## config.mk

```make
export PLATFORM = sky130hd
export DESIGN_NAME = m4fm_cell
export DESIGN_NICKNAME = d
export VERILOG_FILES = /design/src/sv/m4fm_pkg.sv /design/src/sv/m4fm_cell.sv
export SDC_FILE = /design/constraint.sdc
export NUM_CORES = 1
export LEC_CHECK = 0
export ABC_AREA = 1
export BUFFER_PORTS_ARGS = -buffer_cell sky130_fd_sc_hd__buf_2
export CORE_ASPECT_RATIO = 0.7
export CORE_MARGIN = 2
export CORE_UTILIZATION = 25
export DETAILED_ROUTE_END_ITERATION = 8
export PLACE_DENSITY = 0.57
export REMOVE_ABC_BUFFERS = 1
export SKIP_LAST_GASP = 1
export SYNTH_ARGS = -nofsm -noshare
export SYNTH_HDL_FRONTEND = slang
export SYNTH_SLANG_ARGS = --single-unit
```

## constraint.sdc

```tcl
create_clock -name clk_i -period 1.3 [get_ports clk_i]
set_input_delay 0.26 -clock clk_i [delete_from_list [all_inputs] [get_ports clk_i]]
set_output_delay 0.26 -clock clk_i [all_outputs]
set_load 0.02 [all_outputs]
```

## src/sv/m4fm_pkg.sv

```systemverilog
package m4fm_pkg;

  localparam int unsigned DataW = 32;
  localparam int unsigned IdxW  = 4;
  localparam int unsigned Depth = 16;
  localparam int unsigned Dim   = 4;
  localparam int unsigned ProdW = 2 * DataW;
  localparam int unsigned AccW  = ProdW + 2;

  typedef enum logic [1:0] {
    ST_LOAD,
    ST_MUL,
    ST_SUM,
    ST_OUT
  } state_e;

  typedef struct packed {
    logic             load;
    logic [IdxW-1:0]  idx;
    logic [DataW-1:0] left;
    logic [DataW-1:0] right;
  } cell_wr_t;

endpackage

```

## src/sv/m4fm_cell.sv

```systemverilog
module m4fm_cell
  import m4fm_pkg::*;
#(
  parameter logic [IdxW-1:0] CellIdx = '0
) (
  input  logic                    clk_i,
  input  logic                    rst_ni,
  input  cell_wr_t                wr_i,
  input  logic                    shift_i,
  input  logic signed [DataW-1:0] chain_i,
  output logic signed [DataW-1:0] chain_o,
  output logic signed [DataW-1:0] left_o
);

  logic signed [DataW-1:0] left_q;
  logic signed [DataW-1:0] right_q;

  always_ff @(posedge clk_i or negedge rst_ni) begin
    if (!rst_ni) begin
      left_q  <= '0;
      right_q <= '0;
    end else if (wr_i.load && wr_i.idx == CellIdx) begin
      left_q  <= wr_i.left;
      right_q <= wr_i.right;
    end else if (shift_i) begin
      right_q <= chain_i;
    end
  end

  assign chain_o = right_q;
  assign left_o  = left_q;

endmodule

```

==> results.sh, run 1 <==
export IMPL_status="finished, final reports clean"
export IMPL_synthSimpleGateAreaFrac_pct=31.5
export IMPL_cts_root_buf="clkbuf_16"
export IMPL_syn_inst=419
export IMPL_clk_latency_ps=310
export IMPL_startpoint_type="flip-flop"
export IMPL_muxShareOfSynthArea_pct=0
export IMPL_drive_gt1_share_pct=33.7
export IMPL_yosys_area_top_type="dfrtp_1"
export IMPL_crit_path_top_delay_cell="dfrtp_1"
export IMPL_endpoint_kind="output port"
export IMPL_synth_fa_ha_area_share_pct=0
export IMPL_rows=34
export IMPL_layout_commonest_cell="buf_2"
export IMPL_setup_violations=0
export IMPL_via_per_inst=4.25
export IMPL_synth_compound_area_share_pct=5.11
export IMPL_cp_num_buf_inv=1
export IMPL_swShare_pct=30.8
export IMPL_dp_hpwl_um=6840
export IMPL_cts_setup_buffers=0
export IMPL_synth_warning_count=0
export IMPL_leakagePower_nw=2.73
export IMPL_layout_nets=684
export IMPL_start_util_pct=25.4
export IMPL_fp_dieW_um=138
export IMPL_syn_area_um2=3130
export IMPL_critical_path_cell_chain="buf_2"
export IMPL_cts_resized=0
export IMPL_drv_cap=0
export IMPL_gp_congestion=0.815
export IMPL_die_h_um=97.7
export IMPL_ys_ff_latch=64
export IMPL_finalWorstPathRequiredPeriod_ps=1140
export IMPL_fin_cells=749
export IMPL_synthXorXnorAreaFrac_pct=0
export IMPL_hold_slack_ps=167
export IMPL_grt_max_degree=75
export IMPL_cts_clk_slew_worst_paths_ps=60
export IMPL_routed_via_count=3184
export IMPL_p_switching_mw=1.93
export IMPL_slew_violations=0
export IMPL_crit_path_max_incr_delay_ps=390
export IMPL_drtIter0Drc=143
export IMPL_grt_use_total_pct=14.0
export IMPL_dr_pass1_iters=4
export IMPL_netlist_area_leader_share_pct=51.1
export IMPL_p_int_mw=4.33
export IMPL_critPathKind="reg -> out"
export IMPL_ys_types=11
export IMPL_crit_arrival_ps=880
export IMPL_ff2ff_setup_slack_ps=650
export IMPL_worst_hold_path_type="in -> reg"
export IMPL_hold_viol=0
export IMPL_grt_setup_unrepaired="false"
export IMPL_ir_worst_vdd_mv=0.544
export IMPL_pwr_density_cell_nw_per_um2=1390
export IMPL_required_ps=1040
export IMPL_grt_pass1_vias=3128
export IMPL_cp_top_family="flip-flops"
export IMPL_worstMarginPinSlew_ps=356
export IMPL_finalPower_mw=6.26
export IMPL_drc_errors=0
export IMPL_die_area_um2=13500
export IMPL_maxClockFrequency_ghz=0.875
export IMPL_synth_area_leaders="dfrtp_1 51%, nand2_1 19%, inv_1 7.8%"
export IMPL_pwr_share_clk_pct=37.2
export IMPL_clock_sinks=64
export IMPL_grt_ovfl_total=0
export IMPL_avgSynthCellArea_um2=7.48
export IMPL_final_fill_count=1330
export IMPL_pwr_share_comb_pct=23.3
export IMPL_antenna_found_initial=2
export IMPL_core_region_area_um2=12300
export IMPL_pwr_share_seq_pct=39.4
export IMPL_crit_path_max_fanout=2
export IMPL_fin_skew_ps=0
export IMPL_cts_tree="built"
export IMPL_max_slew_margin_rel_pct=76.3
export IMPL_htree_levels=3
export IMPL_post_route_period_util_pct=87.9
export IMPL_area_growth_pct=44.0
export IMPL_cts_max_path_buffers=2
export IMPL_mostFrequentLayoutCells="167 x buf_2, 160 x nand2_1, 65 x inv_1"
export IMPL_wl_per_cell_um=12.4
export IMPL_place_inst=730
export IMPL_synth_top_family_by_area="simple AND/OR/NAND/NOR gates"
export IMPL_cts_buffers=9
export IMPL_grt_first_pass_wirelength_um=14800
export IMPL_ios=168
export IMPL_ys_seq_area_share_pct=51.1
export IMPL_routed_wl_um=9280
export IMPL_drtAntennaViolNets=0
export IMPL_port_buffers=167
worst min-delay path: stages:
cell,delay [ps]
buf_2,90
inv_1,40
o21ai_1,60
power groups by stage:
stage                     Combinational, mW  Clock [mW]  Sequential (mW)
after floorplan                       0.389           0             2.88
after CTS                              1.48        2.44             2.47
after detailed placement               1.48           0             2.50
after global routing                   1.62        2.52             2.51
after global placement                 1.46           0             2.49
final                                  1.46        2.33             2.47
path summary, 6_finish.rpt:
kind                                  start           to  cells past startpoint
worst min register to register    left_o[0]    left_o[0]                      2
worst max register to register   chain_o[0]   chain_o[0]                      2
min in group asynchronous            rst_ni   left_o[26]                      3
worst max-delay path            chain_o[30]  chain_o[30]                      1
max in group asynchronous            rst_ni   chain_o[8]                      3
worst min-delay path               wr_i[37]    left_o[5]                      3
per-layer routing:
layer / track usage (%) / wire, µm / up-vias
li1: - / - / 1638
met1: 18.8 / 4450 / 1429
met2: 21.3 / 4010 / 115
met3: 5.11 / 784 / 2
met4: 3.61 / 29 / 0
met5: 0 / 0 / -
sequential cells by signal, indices dropped and copies added, names as in the netlist:
name	cells
left_o	32
chain_o	32
what timing repair did:
action | in CTS | in global routing
hold buffers | 1 | 0
endpoints found under the setup margin | 0 | 0
hold endpoints to repair | 64 | 0
final cells by class:
cell class              instances  area [µm²]  area share [%]
repair buffers                181        1010            22.3
clock buffers                  11         233            5.16
diodes                          2        5.00           0.111
flip-flops and latches         64        1600            35.5
inverters                      65         244            5.41
well taps                     162         203            4.49
multi-input cells             259        1160            25.7
clock inverters                 5        57.6            1.28
cell families after synthesis:
family | Yosys count
AO/OA/AOI/OAI | 32
flip-flops | 64
AND/OR/NAND/NOR | 227
buffers and inverters | 96
cells in the mapped netlist, drive strengths merged:
master / number
inv: 65
nor2: 2
clkbuf: 7
dfrtp: 64
nand2: 160
buf: 24
o21ai: 32
nand3: 33
nand4: 32
per-stage QoR:
step / instance area [µm²] / utilization, % / setup WS [ps] / setup TNS (ps)
2_1_floorplan: 2990 / - / -2420 / -151320
3_3_place_gp: 4210 / 34.1 / 124 / 0
3_5_place_dp: 4210 / 34.1 / 97.8 / 0
4_1_cts: 4510 / 36.5 / 141 / 0
5_1_grt: 4510 / 36.5 / 118 / 0
6_report: 4510 / 36.6 / 158 / 0
Power figures use the tool's default switching activity.
==> inputs of run 2 (changes only) <==
- BUFFER_PORTS_ARGS: -buffer_cell sky130_fd_sc_hd__buf_2 -> not set
- DONT_BUFFER_PORTS: not set -> 1
- PLACE_DENSITY: 0.57 -> 0.45
==> run 2 against run 1 <==
  * The flow now finishes with violations (hold timing)
  * Total power fell by 7.8%
  * Worst hold slack got worse by 540 ps
  * Clock power barely moved
  * Final cell count fell by 23%
  * Global-route usage fell by 0.92 points
  * Critical path depth fell by 1
  * Highest routed layer unchanged
  * Register-to-register slack got worse by 110 ps
  * First-iteration DRC count fell by 26%
  * Worst setup slack improved by 63 ps
==> results.sh, run 2 (same netlist as run 1, synthesis figures left out) <==
export IMPL_status="finished, violations left"
export IMPL_violations="hold timing"
export IMPL_cts_root_buf="clkbuf_16"
export IMPL_hold_slack_ps=-374
export IMPL_die_h_um=97.7
export IMPL_htree_levels=3
export IMPL_ir_worst_vdd_mv=0.544
export IMPL_drc_errors=0
export IMPL_drive_gt1_share_pct=5.84
export IMPL_cts_clk_slew_worst_paths_ps=60
export IMPL_routed_via_count=2596
export IMPL_cts_tree="built"
export IMPL_die_area_um2=13500
export IMPL_cts_max_path_buffers=2
export IMPL_cts_resized=0
export IMPL_finalWorstPathRequiredPeriod_ps=1080
export IMPL_start_util_pct=25.4
export IMPL_clock_sinks=64
export IMPL_layout_nets=511
export IMPL_critPathKind="reg -> out"
export IMPL_gp_congestion=0.677
export IMPL_drv_cap=0
export IMPL_cts_buffers=9
export IMPL_routed_wl_um=8470
export IMPL_worstMarginPinSlew_ps=329
export IMPL_core_region_area_um2=12300
export IMPL_dp_hpwl_um=5750
export IMPL_clk_latency_ps=320
export IMPL_hold_viol=64
export IMPL_grt_setup_unrepaired="false"
export IMPL_leakagePower_nw=2.01
export IMPL_area_growth_pct=15.2
export IMPL_slew_violations=0
export IMPL_maxClockFrequency_ghz=0.926
export IMPL_drtAntennaViolNets=0
export IMPL_finalPower_mw=5.77
export IMPL_port_buffers=0
export IMPL_drtIter0Drc=106
export IMPL_worst_hold_path_type="in -> async"
export IMPL_num_antenna_cells=0
export IMPL_antenna_found_initial=0
export IMPL_grt_pass1_vias=2548
export IMPL_cts_setup_buffers=0
export IMPL_mostFrequentLayoutCells="160 x nand2_1, 65 x inv_1, 64 x dfrtp_1"
export IMPL_crit_path_max_fanout=2
export IMPL_setup_tns_final_ps=0
export IMPL_post_route_period_util_pct=83.0
export IMPL_rows=34
export IMPL_ios=168
export IMPL_fp_dieW_um=138
export IMPL_wl_per_cell_um=14.8
export IMPL_startpoint_type="flip-flop"
export IMPL_grt_use_total_pct=13.1
export IMPL_grt_first_pass_wirelength_um=13400
export IMPL_fin_skew_ps=0
export IMPL_crit_arrival_ps=820
export IMPL_startpoint="chain_o[2]"
export IMPL_via_per_inst=4.53
export IMPL_endpoint_kind="output port"
export IMPL_grt_max_degree=65
export IMPL_required_ps=1040
export IMPL_max_slew_margin_rel_pct=78.1
export IMPL_setup_violations=0
export IMPL_dr_pass1_iters=4
export IMPL_pwr_density_cell_nw_per_um2=1600
export IMPL_r2r_start="chain_o[2]"
export IMPL_grt_ovfl_total=0
export IMPL_layout_commonest_cell="nand2_1"
[run 2: changes by cell type in the layout (fill, tap and decap cells not counted), sizes merged]
cell,change
buf,-172
clkbuf,+1
clkinv,-3
clkinvlp,+1
diode,-2
dlygate4sd3,-1
[run 2: metrics by stage]
stage	worst slack, ps	instance area, µm²	instances	utilization, %
2_1_floorplan	-2420	2990	388	-
3_3_place_gp	279	3320	558	26.9
3_5_place_dp	257	3320	558	26.9
4_1_cts	203	3610	573	29.2
5_1_grt	193	3610	573	29.2
6_report	221	3610	573	29.2
[run 2: power breakdown]
part | internal (mW) | switching [mW]
sequential | 2.30 | 0.618
clock | 1.52 | 0.842
combinational | 0.215 | 0.275
[run 2: routing by layer]
layer  GRT usage, %  wire length [µm]  vias up
met1           16.4              3750     1206
met5              0                 0        -
met4           4.00               107        0
met3           5.27               716        9
met2           20.7              3900      101
li1               -                 -     1280
[run 2: worst reg2reg max path, stage by stage (launching register included)]
cell and delay (ps):
dfrtp_1 470, nand3_1 130, nand2_1 50
[run 2: worst paths after layout]
| kind | end | slack (ps) | cells past startpoint |
|---|---|---|---|
| setup reg to reg | chain_o[2] | 540 | 2 |
| min in group clk_i | left_o[23] | 60 | 2 |
| setup / recovery | chain_o[2] | 220 | 0 |
| hold reg to reg | left_o[27] | 630 | 2 |
| hold / removal | chain_o[22] | -370 | 0 |
| max in group asynchronous | chain_o[18] | 1560 | 0 |
[run 2: cell type report]
class | count | area [µm²]
fillers | 1348 | 8730
clock inverters | 3 | 42.5
well taps | 162 | 203
multi-input cells | 259 | 1160
inverters | 65 | 244
repair buffers | 8 | 110
flip-flops and latches | 64 | 1600
clock buffers | 12 | 246
